[src/rtl/shell_item_uri_record_validator_macros.svh]
// assertion macros for the uri shell-item record validator
// expects clk and rst_n in the scope of use; no other dependencies
`ifndef SHELL_ITEM_URI_RECORD_VALIDATOR_MACROS_SVH
`define SHELL_ITEM_URI_RECORD_VALIDATOR_MACROS_SVH

// same-cycle implication
`define SIURV_ASSERT_NOW(lbl, ante, cons, msg) \
    lbl: assert property (@(posedge clk) disable iff (!rst_n) (ante) |-> (cons)) \
        else $error(msg);

// next-cycle implication
`define SIURV_ASSERT_NEXT(lbl, ante, cons, msg) \
    lbl: assert property (@(posedge clk) disable iff (!rst_n) (ante) |=> (cons)) \
        else $error(msg);

`endif

[src/rtl/siurv_pkg.sv]
// shared widths, constants and codes for the uri shell-item record validator
// no dependencies
`default_nettype none

package siurv_pkg;

    localparam int LENGTH_BITS_DEF = 16;

    localparam int DATA_W    = 8;
    localparam int REC_LEN_W = 16;
    localparam int STATUS_W  = 2;
    localparam int FIELD_W   = 16;

    localparam logic [7:0] CLASS_URI = 8'h61;
    localparam int FLAG_WIDE_BIT     = 7;
    localparam int FIXED_BLOCK       = 36;
    localparam int MIN_RECORD        = 6;
    localparam int POS_CLASS         = 2;
    localparam int POS_FLAGS         = 3;
    localparam int POS_SIZE_LO       = 4;
    localparam int POS_SIZE_HI       = 5;
    localparam int LEN_PREFIX        = 4;

    localparam logic [1:0] PH_HEADER = 2'd0;
    localparam logic [1:0] PH_LENGTH = 2'd1;
    localparam logic [1:0] PH_URI    = 2'd2;
    localparam logic [1:0] PH_DONE   = 2'd3;

    localparam logic [STATUS_W-1:0] ST_OK          = 2'd0;
    localparam logic [STATUS_W-1:0] ST_UNSUPPORTED = 2'd1;
    localparam logic [STATUS_W-1:0] ST_BOUNDS      = 2'd2;

endpackage

`default_nettype wire

[src/rtl/siurv_in_if.sv]
// record byte channel: valid, ready and one record byte with its length and last marker
// depends on siurv_pkg
`default_nettype none

interface siurv_in_if;
    import siurv_pkg::*;

    logic                 valid;
    logic                 ready;
    logic [DATA_W-1:0]    data_byte;
    logic [REC_LEN_W-1:0] record_length;
    logic                 last_byte;

    modport source (output valid, output data_byte, output record_length,
                    output last_byte, input ready);
    modport sink   (input valid, input data_byte, input record_length,
                    input last_byte, output ready);
endinterface

`default_nettype wire

[src/rtl/siurv_out_if.sv]
// result channel: valid, ready and the status with uri offset, length and width
// depends on siurv_pkg
`default_nettype none

interface siurv_out_if;
    import siurv_pkg::*;

    logic                valid;
    logic                ready;
    logic [STATUS_W-1:0] status;
    logic [FIELD_W-1:0]  uri_offset;
    logic [FIELD_W-1:0]  uri_length;
    logic                uri_wide;

    modport source (output valid, output status, output uri_offset,
                    output uri_length, output uri_wide, input ready);
    modport sink   (input valid, input status, input uri_offset,
                    input uri_length, input uri_wide, output ready);
endinterface

`default_nettype wire

[src/rtl/shell_item_uri_record_validator.sv]
// an item is registered in the input register when accepted and parsed from there into the
// parse state; a record's result is registered in the result register as its last byte advances
// throughput: one byte per cycle; while a result waits, bytes keep flowing up to the
// next record's last byte, which holds in the input register until the result is taken
// reset (rst_n low, asynchronous) clears all parse state and both valid flags at once
// depends on siurv_pkg, siurv_in_if, siurv_out_if and the assertion macro header
`default_nettype none

`include "shell_item_uri_record_validator_macros.svh"

module shell_item_uri_record_validator #(
    parameter int LENGTH_BITS = siurv_pkg::LENGTH_BITS_DEF
) (
    input  logic        clk,
    input  logic        rst_n,
    siurv_in_if.sink    rec,
    siurv_out_if.source res
);
    import siurv_pkg::*;

    localparam int PW = LENGTH_BITS;
    localparam int OW = ((LENGTH_BITS > REC_LEN_W) ? LENGTH_BITS : REC_LEN_W) + 1;

    // input register
    logic                 in_vld_reg;
    logic [DATA_W-1:0]    in_byte_reg;
    logic [REC_LEN_W-1:0] in_len_reg;
    logic                 in_last_reg;

    // parse state
    logic [PW-1:0]       pos_reg, pos_next;
    logic [1:0]          phase_reg, phase_next;
    logic                wide_reg, wide_next;
    logic [15:0]         rem_reg, rem_next;
    logic [PW-1:0]       nfo_reg, nfo_next;
    logic [23:0]         acc_reg, acc_next;
    logic [1:0]          sc_reg, sc_next;
    logic                prevz_reg, prevz_next;
    logic [PW-1:0]       ustart_reg, ustart_next;
    logic [PW-1:0]       usize_reg, usize_next;
    logic                tfound_reg, tfound_next;
    logic [STATUS_W-1:0] err_reg, err_next;

    // result register
    logic                out_vld_reg;
    logic [STATUS_W-1:0] status_reg, status_next;
    logic [FIELD_W-1:0]  uoff_reg, uoff_next;
    logic [FIELD_W-1:0]  ulen_reg, ulen_next;
    logic                uwide_reg, uwide_next;

    logic advance;

    // combinational helpers
    logic [PW+REC_LEN_W-1:0] len_ext;
    logic [PW-1:0]           len;
    logic [OW-1:0]           lenw;
    logic [DATA_W-1:0]       b;
    logic [PW-1:0]           p;
    logic                    take;
    logic [15:0]             s;
    logic [OW-1:0]           s6;
    logic [1:0]              k;
    logic [31:0]             full;
    logic [15:0]             rem_m4;
    logic [15:0]             rem_a;
    logic [OW-1:0]           off4;
    logic [OW-1:0]           off;
    logic [OW-1:0]           nfo_last;
    logic [PW-1:0]           du;
    logic [OW-1:0]           sz_w;
    logic [OW-1:0]           rest;

    assign advance   = in_vld_reg && (!in_last_reg || !out_vld_reg || res.ready);
    assign rec.ready = !in_vld_reg || advance;

    assign len_ext = {{PW{1'b0}}, in_len_reg};
    assign len     = len_ext[PW-1:0];
    assign lenw    = OW'(len);
    assign b       = in_byte_reg;
    assign p       = pos_reg;
    assign take    = (len >= PW'(MIN_RECORD)) && (p < len) && (phase_reg != PH_DONE);

    assign s        = {b, rem_reg[7:0]};
    assign s6       = OW'(s) + OW'(MIN_RECORD);
    assign k        = 2'(p - nfo_reg);
    assign full     = {b, acc_reg};
    assign rem_m4   = rem_reg - 16'(LEN_PREFIX);
    assign rem_a    = rem_m4 - full[15:0];
    assign off4     = OW'(nfo_reg) + OW'(LEN_PREFIX);
    assign off      = off4 + OW'(full[15:0]);
    assign nfo_last = OW'(nfo_reg) + OW'(rem_reg);
    assign du       = p - ustart_reg;

    always_comb
    begin
        pos_next    = pos_reg;
        phase_next  = phase_reg;
        wide_next   = wide_reg;
        rem_next    = rem_reg;
        nfo_next    = nfo_reg;
        acc_next    = acc_reg;
        sc_next     = sc_reg;
        prevz_next  = prevz_reg;
        ustart_next = ustart_reg;
        usize_next  = usize_reg;
        tfound_next = tfound_reg;
        err_next    = err_reg;
        status_next = ST_OK;
        uoff_next   = '0;
        ulen_next   = '0;
        uwide_next  = 1'b0;
        sz_w        = '0;
        rest        = '0;

        if (take)
        begin
            case (phase_reg)
                PH_HEADER:
                begin
                    if (p == PW'(POS_CLASS) && b != CLASS_URI)
                    begin
                        err_next   = ST_UNSUPPORTED;
                        phase_next = PH_DONE;
                    end
                    else if (p == PW'(POS_FLAGS))
                    begin
                        wide_next = b[FLAG_WIDE_BIT];
                    end
                    else if (p == PW'(POS_SIZE_LO))
                    begin
                        rem_next = {8'd0, b};
                    end
                    else if (p == PW'(POS_SIZE_HI))
                    begin
                        if (s6 > lenw)
                        begin
                            err_next   = ST_BOUNDS;
                            phase_next = PH_DONE;
                        end
                        else if (s >= 16'(FIXED_BLOCK))
                        begin
                            rem_next = s - 16'(FIXED_BLOCK);
                            nfo_next = PW'(MIN_RECORD + FIXED_BLOCK);
                            sc_next  = 2'd0;
                            if (OW'(MIN_RECORD + FIXED_BLOCK + LEN_PREFIX) >= lenw)
                            begin
                                err_next   = ST_BOUNDS;
                                phase_next = PH_DONE;
                            end
                            else
                            begin
                                acc_next   = '0;
                                phase_next = PH_LENGTH;
                            end
                        end
                        else
                        begin
                            rem_next    = '0;
                            nfo_next    = PW'(s6);
                            ustart_next = PW'(s6);
                            if (s6 >= lenw)
                            begin
                                err_next   = ST_BOUNDS;
                                phase_next = PH_DONE;
                            end
                            else
                            begin
                                tfound_next = 1'b0;
                                usize_next  = '0;
                                prevz_next  = 1'b1;
                                phase_next  = PH_URI;
                            end
                        end
                    end
                end
                PH_LENGTH:
                begin
                    if (p >= nfo_reg)
                    begin
                        if (k != 2'd3)
                        begin
                            case (k)
                                2'd0:    acc_next[7:0]   = b;
                                2'd1:    acc_next[15:8]  = b;
                                default: acc_next[23:16] = b;
                            endcase
                        end
                        else if (rem_reg < 16'(LEN_PREFIX) || full > {16'd0, rem_m4})
                        begin
                            err_next   = ST_BOUNDS;
                            phase_next = PH_DONE;
                        end
                        else if (off4 >= lenw)
                        begin
                            rem_next   = rem_m4;
                            err_next   = ST_BOUNDS;
                            phase_next = PH_DONE;
                        end
                        else
                        begin
                            sc_next = sc_reg + 2'd1;
                            if (sc_reg == 2'd2)
                            begin
                                nfo_next    = PW'(nfo_last);
                                ustart_next = PW'(nfo_last);
                                rem_next    = '0;
                                if (nfo_last >= lenw)
                                begin
                                    err_next   = ST_BOUNDS;
                                    phase_next = PH_DONE;
                                end
                                else
                                begin
                                    tfound_next = 1'b0;
                                    usize_next  = '0;
                                    prevz_next  = 1'b1;
                                    phase_next  = PH_URI;
                                end
                            end
                            else
                            begin
                                nfo_next = PW'(off);
                                rem_next = rem_a;
                                if (off + OW'(LEN_PREFIX) >= lenw)
                                begin
                                    err_next   = ST_BOUNDS;
                                    phase_next = PH_DONE;
                                end
                                else
                                begin
                                    acc_next   = '0;
                                    phase_next = PH_LENGTH;
                                end
                            end
                        end
                    end
                end
                PH_URI:
                begin
                    if (p >= ustart_reg)
                    begin
                        if (!tfound_reg && b == 8'd0 && (!wide_reg || (du[0] && prevz_reg)))
                        begin
                            tfound_next = 1'b1;
                            usize_next  = du + PW'(1);
                        end
                        prevz_next = (b == 8'd0);
                    end
                end
                default:
                begin
                end
            endcase
        end

        if (!in_last_reg)
        begin
            if (pos_reg != '1)
                pos_next = pos_reg + PW'(1);
        end
        else
        begin
            if (tfound_next)
                sz_w = OW'(usize_next);
            else if (wide_next)
                sz_w = (lenw - OW'(ustart_next)) & ~OW'(1);
            else
                sz_w = lenw - OW'(ustart_next);
            rest = lenw - (OW'(ustart_next) + sz_w);

            if (len < PW'(MIN_RECORD))
                status_next = ST_UNSUPPORTED;
            else if (OW'(p) + OW'(1) < lenw)
                status_next = ST_BOUNDS;
            else if (err_next != ST_OK)
                status_next = err_next;
            else if (phase_next != PH_URI)
                status_next = ST_BOUNDS;
            else if (rest inside {OW'(1), OW'(2)})
                status_next = ST_BOUNDS;
            else
                status_next = ST_OK;

            if (status_next == ST_OK)
            begin
                uoff_next  = FIELD_W'(ustart_next);
                ulen_next  = sz_w[FIELD_W-1:0];
                uwide_next = wide_next;
            end

            pos_next    = '0;
            phase_next  = PH_HEADER;
            wide_next   = 1'b0;
            rem_next    = '0;
            nfo_next    = '0;
            acc_next    = '0;
            sc_next     = '0;
            prevz_next  = 1'b1;
            ustart_next = '0;
            usize_next  = '0;
            tfound_next = 1'b0;
            err_next    = ST_OK;
        end
    end

    // input register
    always_ff @(posedge clk or negedge rst_n)
    begin
        if (!rst_n)
            in_vld_reg <= 1'b0;
        else if (rec.ready)
            in_vld_reg <= rec.valid;
    end

    always_ff @(posedge clk)
    begin
        if (rec.ready && rec.valid)
        begin
            in_byte_reg <= rec.data_byte;
            in_len_reg  <= rec.record_length;
            in_last_reg <= rec.last_byte;
        end
    end

    // parse state
    always_ff @(posedge clk or negedge rst_n)
    begin
        if (!rst_n)
        begin
            pos_reg    <= '0;
            phase_reg  <= PH_HEADER;
            wide_reg   <= 1'b0;
            rem_reg    <= '0;
            nfo_reg    <= '0;
            acc_reg    <= '0;
            sc_reg     <= '0;
            prevz_reg  <= 1'b1;
            ustart_reg <= '0;
            usize_reg  <= '0;
            tfound_reg <= 1'b0;
            err_reg    <= ST_OK;
        end
        else if (advance)
        begin
            pos_reg    <= pos_next;
            phase_reg  <= phase_next;
            wide_reg   <= wide_next;
            rem_reg    <= rem_next;
            nfo_reg    <= nfo_next;
            acc_reg    <= acc_next;
            sc_reg     <= sc_next;
            prevz_reg  <= prevz_next;
            ustart_reg <= ustart_next;
            usize_reg  <= usize_next;
            tfound_reg <= tfound_next;
            err_reg    <= err_next;
        end
    end

    // result register
    always_ff @(posedge clk or negedge rst_n)
    begin
        if (!rst_n)
            out_vld_reg <= 1'b0;
        else if (advance && in_last_reg)
            out_vld_reg <= 1'b1;
        else if (res.ready)
            out_vld_reg <= 1'b0;
    end

    always_ff @(posedge clk)
    begin
        if (advance && in_last_reg)
        begin
            status_reg <= status_next;
            uoff_reg   <= uoff_next;
            ulen_reg   <= ulen_next;
            uwide_reg  <= uwide_next;
        end
    end

    assign res.valid      = out_vld_reg;
    assign res.status     = status_reg;
    assign res.uri_offset = uoff_reg;
    assign res.uri_length = ulen_reg;
    assign res.uri_wide   = uwide_reg;

    `SIURV_ASSERT_NOW(a_fail_sets_error, (phase_reg == PH_DONE), (err_reg != ST_OK),
        "parse stopped without an error code")
    `SIURV_ASSERT_NOW(a_live_has_no_error, (phase_reg == PH_LENGTH || phase_reg == PH_URI),
        (err_reg == ST_OK), "error code set while parsing continues")
    `SIURV_ASSERT_NEXT(a_last_clears_state, (advance && in_last_reg),
        (pos_reg == '0 && phase_reg == PH_HEADER && err_reg == ST_OK),
        "record state not cleared after last item")
    `SIURV_ASSERT_NOW(a_fail_zero_fields, (out_vld_reg && status_reg != ST_OK),
        (uoff_reg == '0 && ulen_reg == '0 && !uwide_reg),
        "uri fields non-zero on a failed record")
    `SIURV_ASSERT_NOW(a_status_code, out_vld_reg,
        (status_reg == ST_OK || status_reg == ST_UNSUPPORTED || status_reg == ST_BOUNDS),
        "undefined status code on result")

endmodule

`default_nettype wire
[src/flat_wrapper.sv]
// flat-port wrapper written by rule: the top's interface ports become plain ports
module shell_item_uri_record_validator_flat import siurv_pkg::*;
#(
    parameter int LENGTH_BITS = siurv_pkg::LENGTH_BITS_DEF
)
  (clk, rst_n, rec_valid, rec_data_byte, rec_record_length, rec_last_byte, rec_ready, res_valid, res_status, res_uri_offset, res_uri_length, res_uri_wide, res_ready);
  siurv_in_if rec_i ();
  siurv_out_if res_i ();
  input  logic clk;
  input  logic rst_n;
  input wire logic [$bits(rec_i.valid)-1:0] rec_valid;
  input wire logic [$bits(rec_i.data_byte)-1:0] rec_data_byte;
  input wire logic [$bits(rec_i.record_length)-1:0] rec_record_length;
  input wire logic [$bits(rec_i.last_byte)-1:0] rec_last_byte;
  output wire logic [$bits(rec_i.ready)-1:0] rec_ready;
  output wire logic [$bits(res_i.valid)-1:0] res_valid;
  output wire logic [$bits(res_i.status)-1:0] res_status;
  output wire logic [$bits(res_i.uri_offset)-1:0] res_uri_offset;
  output wire logic [$bits(res_i.uri_length)-1:0] res_uri_length;
  output wire logic [$bits(res_i.uri_wide)-1:0] res_uri_wide;
  input wire logic [$bits(res_i.ready)-1:0] res_ready;
  assign rec_i.valid = rec_valid;
  assign rec_i.data_byte = rec_data_byte;
  assign rec_i.record_length = rec_record_length;
  assign rec_i.last_byte = rec_last_byte;
  assign rec_ready = rec_i.ready;
  assign res_valid = res_i.valid;
  assign res_status = res_i.status;
  assign res_uri_offset = res_i.uri_offset;
  assign res_uri_length = res_i.uri_length;
  assign res_uri_wide = res_i.uri_wide;
  assign res_i.ready = res_ready;
  shell_item_uri_record_validator #(.LENGTH_BITS(LENGTH_BITS)) u_core (.clk(clk), .rst_n(rst_n), .rec(rec_i), .res(res_i));
endmodule
[config.mk]
export PLATFORM = sky130hd
export DESIGN_NAME = shell_item_uri_record_validator_flat
export DESIGN_NICKNAME = d
export VERILOG_FILES = /design/src/rtl/siurv_pkg.sv /design/src/rtl/siurv_in_if.sv /design/src/rtl/siurv_out_if.sv /design/src/rtl/shell_item_uri_record_validator.sv /design/src/flat_wrapper.sv
export VERILOG_INCLUDE_DIRS = /design/src /design/src/rtl
export SDC_FILE = /design/constraint.sdc
export NUM_CORES = 1
export LEC_CHECK = 0
export ABC_AREA = 1
export BUFFER_PORTS_ARGS = -buffer_cell sky130_fd_sc_hd__buf_2
export CORE_MARGIN = 3
export CORE_UTILIZATION = 33
export DETAILED_ROUTE_END_ITERATION = 12
export GPL_TIMING_DRIVEN = 1
export PLACE_DENSITY = 0.51
export SYNTH_ARGS = -nofsm -noshare
export SYNTH_HDL_FRONTEND = slang
export SYNTH_SLANG_ARGS = --single-unit
[constraint.sdc]
create_clock -name clk -period 9.12 [get_ports clk]
set_input_delay 0.912 -clock clk [delete_from_list [all_inputs] [get_ports clk]]
set_output_delay 0.912 -clock clk [all_outputs]
set_load 0.01 [all_outputs]
==> out/metrics.cfg, run 1 <==
[run_status]
status=completed

[final_layout]
num-nets-final=3042
layout.filler_cells=6100
antennaDiodeCount=0
layout_commonest_cell=nand2_1
largest_register_ff_count=24
syn2layout_area_growth_pct=12.98
area.sequential_um2=4681
postLayoutCoreUtil_pct=37.99
mostFrequentLayoutCells=nand2_1, inv_1, ha_1
multiInputGateArea_um2=12740
post_route_cells_drive_above_1_share_pct=11.51

[setup_path]
crit_path_largest_cell_delay_ns=0.60
endpoint_kind=flip-flop
slowest_stage=fa_1
critPathLaunchType=flip-flop
most_common_cell_type_on_the_critical_path=nand2_1
path_delay_family=simple AND/OR/NAND/NOR gates
worst-endpoint-arrival_ns=8.75
reg2reg_setup_slack_ns=0.61
timing.setup.critical_path_class=flip-flop to flip-flop
path_max_fanout=5
crit_buf_inv=6
critPathRequiredTime_ns=9.36

[route]
routedWlPerCell_um=20.83
drtPass1Iterations=6
ant_nets=0
detail_route.vias_per_cell=5.321
dr.first_iter.drc_count=1518
post-route-drc-count=0
detailroute.via_count=18730
wirelength_mm=73.31

[sta]
fmaxAchievable_mhz=117.5
skew_ns=0.01498
worst_slack_ns=0.6081
hold_viol_final=0
maxSlewHeadroom_pct=31.45
tightestPinTransition_ns=1.025
final_min_period_over_clock_period_pct=93.33
setup-violations-final=0
period_needed_ns=8.512
drv_slew=0

[clock_tree]
worstSkewPairLatency_ns=0.50
cts_sink_count=175
cts_buffer_depth=2
cts_hold_repair.buffers=0
ctsHtreeMaxLevel=4
clockRootBuffer=clkbuf_16
clk_pin_slew_ns=0.07
clock_tree_from_tritoncts=built
cts_buffers=17

[synth]
post_synth.cell_area_avg_um2=7.259
synth_top_area_share_pct=15.72
main_flop_type_after_synthesis=dfrtp_1
synth_cells=2632
synthDominantAreaCellType=ha_1
count_of_different_cell_masters_after_synthesis=65
proportion_of_synthesized_flip_flops_having_asynchronous_set_or_reset_pct=65.71
synth-seq-area-share_pct=24.50
yosysWarningCount=0
synth_edf_count=60
post_synth_main_area_contributors=ha_1, dfrtp_1, nand2_1
synthesis.area_um2=19100
syn-num-nets=2923
ys_seq_elements=175

[power_and_ir_drop]
leakagePower_nw=10.47
maximum_resistive_drop_on_vdd_mv=0.1973
power_density_nw_per_um2=238.4

[die]
start_util_pct=33.62
die_area_um2=60820
rows=87
floorplan.core_area_um2=56820
chipHeight_um=246.6
die-width_um=246.6
ports_placed_on_the_boundary=66

[global_route]
first_global_vias=18010
global_route.overflow_total=0
global_route_wire_length_before_repair_mm=110.4
grt_max_degree=67
grt_antenna_before_repair=1
grt.total_usage_pct=24.09

[placed_design]
dp_hpwl_mm=59.67
global_placer_s_final_weighted_congestion=0.9537
preCtsSetupSlack_ns=0.1313
numPortBuffers=65

[worst_hold_path]
holdCritPathClass=primary input to async pin

[flow_run]
drv.max_cap_violation_count=0

## through the flow
step,hold slack [ns],cells,cell area [um2],power (W),TNS [ns]
floorplan,0.4591,2632,19100,0.003236,0
global placement,0.4766,3475,20700,0.004268,0
detailed placement,0.4824,3475,20700,0.004277,0
CTS,0.4783,3507,21300,0.005070,0
global route,0.5094,3520,21580,0.005589,-0.4139
finish,0.4830,3520,21580,0.005145,0
## per-layer routing
metal	GRT usage, %	vias to the layer above	share of wire (%)
met2	40.73	518	48
met1	31.33	8945	44
met5	0	-	0
met3	2.677	119	4.6
met4	9.599	0	3.8
li1	-	9148	-
## final cells by class
| cell class | instances | share of cell area, % |
|---|---|---|
| clock buffer | 21 | 2.191 |
| clock inverter | 11 | 0.5797 |
| inverter | 421 | 7.321 |
| multi-input combinational | 1985 | 59.03 |
| sequential | 175 | 21.69 |
| tap | 756 | 4.382 |
| timing repair buffer | 151 | 4.805 |
## cells by family (layout without fill, tap and decap cells)
group	Yosys count	in the layout	share of synthesized area (%)
XOR/XNOR	120	120	5.541
adder cells (fa/ha/maj)	262	262	18.02
flip-flops	175	175	24.50
AO/OA/AOI/OAI	550	550	16.98
AND/OR/NAND/NOR	1052	1053	25.27
buffers and inverters	473	604	9.686
## repair_timing
action / 4_1_cts / 5_1_grt
setup buffers: 0 / 9
endpoints found under the hold margin: 0 / 0
setup endpoints to repair: 0 / 34
gates resized for setup: 0 / 44
## final timing paths
path	from	end	depth (start not counted)
worst max-delay path	u_core.rem_reg[2]	u_core.res.uri_length[9]	49
worst max register to register	u_core.rem_reg[2]	u_core.res.uri_length[9]	49
min in group clk	u_core.acc_reg[17]	u_core.acc_reg[17]	2
max in group asynchronous	rst_n	u_core.p[12]	2
worst min register to register	u_core.acc_reg[17]	u_core.acc_reg[17]	2
worst min-delay path	rst_n	u_core.acc_reg[10]	1
## cells in the mapped netlist (11+ instances only)
cell,instances
edfxtp_1,60
buf_2,12
o22ai_1,44
o2111ai_1,11
nand3_1,137
nor2_1,162
inv_1,402
o211ai_1,21
or2_2,13
nand4_1,53
clkbuf_1,32
xnor2_1,19
o21ai_0,149
o21ai_1,42
dfrtp_1,114
inv_2,16
nand2_1,550
xor2_1,100
a21oi_1,170
o221ai_1,23
nor2_4,35
nor3_1,49
nor4_1,16
fa_1,22
ha_1,240
a22oi_1,14
## power breakdown
part           internal, W  leakage, nW  switching [W]
logic              0.00116         8.03        0.00216
clock network     0.000407        0.281       0.000373
registers         0.000906         2.15       0.000142
No activity file was read; power rests on OpenSTA's default activity.
==> run 2, diff against run 1 <==
--- a/config.mk
+++ b/config.mk
@@ -12,7 +12,8 @@
 export CORE_UTILIZATION = 33
 export DETAILED_ROUTE_END_ITERATION = 12
 export GPL_TIMING_DRIVEN = 1
-export PLACE_DENSITY = 0.51
+export PLACE_DENSITY_LB_ADDON = 0.1
+export SKIP_LAST_GASP = 1
 export SYNTH_ARGS = -nofsm -noshare
 export SYNTH_HDL_FRONTEND = slang
 export SYNTH_SLANG_ARGS = --single-unit
==> out/metrics.cfg, run 2 (synthesis results as in run 1) <==
[run_status]
status=completed

[flow_run]
drv.max_cap_violation_count=0  ; unchanged

[die]
floorplan.core_area_um2=56820  ; unchanged
rows=87  ; unchanged
start_util_pct=33.62  ; unchanged
die-width_um=246.6  ; unchanged
ports_placed_on_the_boundary=66  ; unchanged
die_area_um2=60820  ; unchanged
chipHeight_um=246.6  ; unchanged

[clock_tree]
clk_pin_slew_ns=0.07  ; about the same
cts_buffer_depth=2  ; unchanged
cts_hold_repair.buffers=0  ; unchanged
clock_tree_from_tritoncts=built
clockRootBuffer=clkbuf_16
ctsHtreeMaxLevel=4  ; unchanged
cts_buffers=17  ; unchanged
cts_sink_count=175  ; unchanged
worstSkewPairLatency_ns=0.50  ; about the same

[final_layout]
mostFrequentLayoutCells=nand2_1, inv_1, ha_1
post_route_cells_drive_above_1_share_pct=11.94  ; +0.43 points
num-nets-final=3051  ; +0.30%
layout.filler_cells=6060  ; -0.66%
layoutNonFillerInstCount=3529  ; +0.26%
postLayoutCellArea_um2=21710  ; +0.57%
postLayoutCoreUtil_pct=38.20  ; +0.22 points
syn2layout_area_growth_pct=13.63
largest_register_ff_count=24  ; unchanged
layout_commonest_cell=nand2_1
antennaDiodeCount=0  ; unchanged

[placed_design]
numPortBuffers=65  ; unchanged
place_area_um2=20780  ; +0.35%
global_placer_s_final_weighted_congestion=0.9607  ; +0.73%
dp_hpwl_mm=61.29  ; +2.7%
place.detailed.instances=3483  ; +0.23%

[route]
ant_nets=0  ; unchanged
drtPass1Iterations=5  ; -1
wirelength_mm=75.29  ; +2.7%
detailroute.via_count=18580  ; -0.78%
routedWlPerCell_um=21.33  ; +2.4%
dr.first_iter.drc_count=1409  ; -7.2%
detail_route.vias_per_cell=5.266  ; -1.0%
post-route-drc-count=0  ; unchanged

[power_and_ir_drop]
power_density_nw_per_um2=237.9  ; -0.21%
leakagePower_nw=10.55  ; +0.79%
maximum_resistive_drop_on_vdd_mv=0.2265  ; +15%

[setup_path]
crit_buf_inv=7  ; +1
path_delay_family=simple AND/OR/NAND/NOR gates
worst-endpoint-arrival_ns=8.79  ; +0.04 ns
critPathRequiredTime_ns=9.37  ; about the same
critical_path_depth=51  ; +4.1%
endpoint_kind=flip-flop
critical_path.reg2reg.endpoint=u_core.res.uri_length[1]
reg2reg_setup_slack_ns=0.58  ; -0.03 ns
critPathLaunchType=flip-flop
slowest_stage=dfrtp_1
reg2regPathDepth=51  ; +4.1%
most_common_cell_type_on_the_critical_path=nand2_1
crit_path_capture=u_core.res.uri_length[1]
crit_path_largest_cell_delay_ns=0.61  ; about the same
startpoint=u_core.rem_reg[7]
path_max_fanout=7  ; +2
timing.setup.critical_path_class=flip-flop to flip-flop
critical_path.reg2reg.startpoint=u_core.rem_reg[7]

[worst_hold_path]
holdCritPathClass=primary input to async pin

[global_route]
use_met2_pct=41.53  ; +0.80 points
grt_max_degree=70  ; +4.5%
first_global_vias=17820  ; -1.1%
global_route.overflow_total=0  ; unchanged
grt_util_met3_pct=3.200  ; +0.52 points
groute.layer.met1.usage_pct=31.81  ; +0.48 points
grt.busiest_layer=met2
grt_antenna_before_repair=0  ; -1
grt.total_usage_pct=24.56  ; +0.47 points
global_route_wire_length_before_repair_mm=111.2  ; +0.79%

[sta]
hold_viol_final=0  ; unchanged
period_needed_ns=8.540  ; +0.02844 ns
setup_total_negative_slack_ns=0  ; unchanged
final.hold.worst_slack_ns=0.4450  ; -0.03800 ns
skew_ns=0.01749  ; +0.002516 ns
fmaxAchievable_mhz=117.1  ; -0.33%
maxSlewHeadroom_pct=28.26  ; -3.2 points
final_min_period_over_clock_period_pct=93.64  ; +0.31 points
drv_slew=0  ; unchanged
tightestPinTransition_ns=1.076  ; +0.05164 ns
setup-violations-final=0  ; unchanged

-- run 2: repair_timing --
| item | 4_1_cts | 5_1_grt |
|---|---|---|
| endpoints found under the setup margin | 0 | 34 |
| resized for setup | 0 | 52 |
| endpoints found under the hold margin | 0 | 0 |
| buffers inserted | 0 | 11 |
-- run 2: where the power goes --
group | leakage [nW] | total, W | switching, W | internal [W]
logic | 8.12 | 0.00333 | 0.00217 | 0.00116
clock network | 0.279 | 0.000781 | 0.000373 | 0.000408
registers | 2.15 | 0.00105 | 0.000146 | 0.000906
total | 10.6 | 0.00516 | 0.00269 | 0.00247
-- run 2: through the flow --
step                total power (W)  worst slack, ns
detailed placement         0.004289          0.06811
finish                     0.005164           0.5796
global placement           0.004283           0.1966
floorplan                  0.003236            1.042
CTS                        0.005094          0.01450
global route               0.005598         -0.08504
-- run 2: cell type report --
cell class | count | area, um2 | share of cell area, %
Multi-Input combinational cell | 1985 | 12800 | 58.97
Sequential cell | 175 | 4681 | 21.56
Inverter | 421 | 1580 | 7.280
Timing Repair Buffer | 160 | 1114 | 5.130
Tap cell | 756 | 945.9 | 4.357
Clock buffer | 18 | 429.2 | 1.977
Clock inverter | 14 | 156.4 | 0.7205
-- run 2: worst min-delay path by stage --
stage	startpoint	end	cells after the start
after detailed placement	u_core.acc_reg[23]	u_core.acc_reg[23]	2
after floorplan	u_core.acc_reg[18]	u_core.acc_reg[18]	2
after CTS	rst_n	u_core.usize_reg[8]	1
after global routing	rst_n	u_core.usize_reg[12]	1
final	rst_n	u_core.usize_reg[12]	1
after global placement	u_core.acc_reg[23]	u_core.acc_reg[23]	2
-- run 2: routing by layer --
metal,part of all wire [%],up-vias,wire length (um)
li1,-,9162,-
met1,45,8875,33700
met2,48,432,35820
met3,3.8,114,2829
met4,3.9,0,2945
met5,0,-,0
==> run 3, diff against run 2 <==
==> constraint.sdc (replaced) <==
create_clock -name clk -period 9.2 [get_ports clk]
set_input_delay 0.92 -clock clk [delete_from_list [all_inputs] [get_ports clk]]
set_output_delay 0.92 -clock clk [all_outputs]
set_load 0.01 [all_outputs]
==> out/metrics.cfg, run 3 (synthesis results as in run 1) <==
[sta]
setup_total_negative_slack_ns=0  ; unchanged
final_min_period_over_clock_period_pct=93.21  ; -0.44 points
final.hold.worst_slack_ns=0.4970  ; +0.05195 ns
skew_ns=0.01662  ; -0.0008707 ns
drv_slew=0  ; unchanged
period_needed_ns=8.575  ; +0.03465 ns
hold_viol_final=0  ; unchanged
fmaxAchievable_mhz=116.6  ; -0.40%
maxSlewHeadroom_pct=31.68  ; +3.4 points
tightestPinTransition_ns=1.024  ; -0.05242 ns
setup-violations-final=0  ; unchanged

[die]
floorplan.core_area_um2=56820  ; unchanged
die_area_um2=60820  ; unchanged
start_util_pct=33.62  ; unchanged
ports_placed_on_the_boundary=66  ; unchanged
chipHeight_um=246.6  ; unchanged
rows=87  ; unchanged
die-width_um=246.6  ; unchanged

[setup_path]
endpoint_kind=flip-flop
most_common_cell_type_on_the_critical_path=nand2_1
worst-endpoint-arrival_ns=8.83  ; +0.04 ns
path_max_fanout=7  ; unchanged
startpoint=u_core.rem_reg[7]
crit_path_largest_cell_delay_ns=0.58  ; -0.03 ns
reg2reg_setup_slack_ns=0.62  ; +0.05 ns
critical_path.reg2reg.endpoint=u_core.res.uri_offset[13]
timing.setup.critical_path_class=flip-flop to flip-flop
reg2regPathDepth=50  ; -2.0%
critPathLaunchType=flip-flop
critPathRequiredTime_ns=9.45  ; +0.08 ns
path_delay_family=simple AND/OR/NAND/NOR gates
critical_path.reg2reg.startpoint=u_core.rem_reg[7]
crit_path_capture=u_core.res.uri_offset[13]
critical_path_depth=50  ; -2.0%
slowest_stage=fa_1
crit_buf_inv=5  ; -2

[global_route]
global_route_wire_length_before_repair_mm=112.5  ; +1.2%
grt.total_usage_pct=24.81  ; +0.25 points
grt_max_degree=63  ; -10%
global_route.overflow_total=0  ; unchanged
grt_antenna_before_repair=1  ; +1
first_global_vias=18100  ; +1.6%

[final_layout]
mostFrequentLayoutCells=nand2_1, inv_1, ha_1
num-nets-final=3042  ; -0.29%
layoutNonFillerInstCount=3520  ; -0.26%
postLayoutCoreUtil_pct=37.87  ; -0.33 points
syn2layout_area_growth_pct=12.63
layout_commonest_cell=nand2_1
largest_register_ff_count=24  ; unchanged
antennaDiodeCount=0  ; unchanged
post_route_cells_drive_above_1_share_pct=11.14  ; -0.79 points
layout.filler_cells=6092  ; +0.53%
postLayoutCellArea_um2=21520  ; -0.88%

[placed_design]
dp_hpwl_mm=61.32  ; about the same
numPortBuffers=65  ; unchanged
place_area_um2=20720  ; -0.27%
place.detailed.instances=3479  ; -0.11%
global_placer_s_final_weighted_congestion=0.9130  ; -5.0%

[run_status]
status=completed

[route]
drtPass1Iterations=5  ; unchanged
ant_nets=0  ; unchanged
detailroute.via_count=18570  ; -0.091%
detail_route.vias_per_cell=5.274  ; +0.16%
wirelength_mm=74.94  ; -0.46%
routedWlPerCell_um=21.29  ; -0.20%
post-route-drc-count=0  ; unchanged
dr.first_iter.drc_count=1474  ; +4.6%

[clock_tree]
clk_pin_slew_ns=0.07  ; about the same
cts_sink_count=175  ; unchanged
cts_buffers=17  ; unchanged
clock_tree_from_tritoncts=built
cts_buffer_depth=2  ; unchanged
ctsHtreeMaxLevel=4  ; unchanged
clockRootBuffer=clkbuf_16
cts_hold_repair.buffers=0  ; unchanged
worstSkewPairLatency_ns=0.50  ; about the same

[flow_run]
drv.max_cap_violation_count=0  ; unchanged

[power_and_ir_drop]
power_density_nw_per_um2=236.9  ; -0.41%
leakagePower_nw=10.47  ; -0.79%
maximum_resistive_drop_on_vdd_mv=0.2582  ; +14%

[worst_hold_path]
holdCritPathClass=flip-flop to flip-flop
worst_hold_startpoint=u_core.acc_reg[20]
worstHoldPathCells=2

[run 3: power by group]
part           leakage, nW  internal [W]  total [W]  switching (W)
sequential            2.15      0.000898    0.00103       0.000137
clock                0.275      0.000376   0.000755       0.000379
combinational         8.04       0.00114    0.00331        0.00217
[run 3: metrics by stage]
step	total power, W	setup slack [ns]
after global placement	0.004258	0.1784
final	0.005097	0.6250
after floorplan	0.003208	1.122
after CTS	0.005046	0.03805
after detailed placement	0.004272	0.07887
after global routing	0.005531	-0.04484
[run 3: worst min path at each step]
stage / end / slack [ns]
after floorplan: u_core.acc_reg[18] / 0.46
after global placement: u_core.acc_reg[23] / 0.48
after detailed placement: u_core.acc_reg[22] / 0.48
after CTS: u_core.acc_reg[22] / 0.50
after global routing: u_core.acc_reg[21] / 0.53
final: u_core.acc_reg[20] / 0.50
[run 3: timing repair]
| item | in CTS | in global routing |
|---|---|---|
| setup endpoints to repair | 0 | 34 |
| buffers inserted | 0 | 8 |
| resized for setup | 0 | 39 |
[run 3: worst reg2reg max path: cells and delay by family, from the launching register on]
family          cells  cell delay [ns]
flops               1             0.47
compound gates      6             1.20
xor+xnor            1             0.13
buf+inv             5             0.80
fa+ha+maj           5             1.83
simple gates       33             3.93
[run 3: cell type report]
| cell class | instances | area (um2) | share of cell area, % |
|---|---|---|---|
| inverters | 421 | 1580 | 7.344 |
| flip-flops and latches | 175 | 4681 | 21.75 |
| multi-input cells | 1984 | 12720 | 59.13 |
| repair buffers | 152 | 1027 | 4.774 |
| clock buffers | 17 | 425.4 | 1.977 |
| well taps | 756 | 945.9 | 4.396 |
| clock inverters | 15 | 133.9 | 0.6222 |
[run 3: layer usage]
| metal | share of wire, % | track usage, % | vias to the layer above |
|---|---|---|---|
| met5 | 0.013 | 0 | - |
| met2 | 47 | 40.75 | 559 |
| met1 | 43 | 31.86 | 8726 |
| met4 | 4.8 | 11.19 | 2 |
| met3 | 5.3 | 4.179 | 144 |
| li1 | - | - | 9135 |
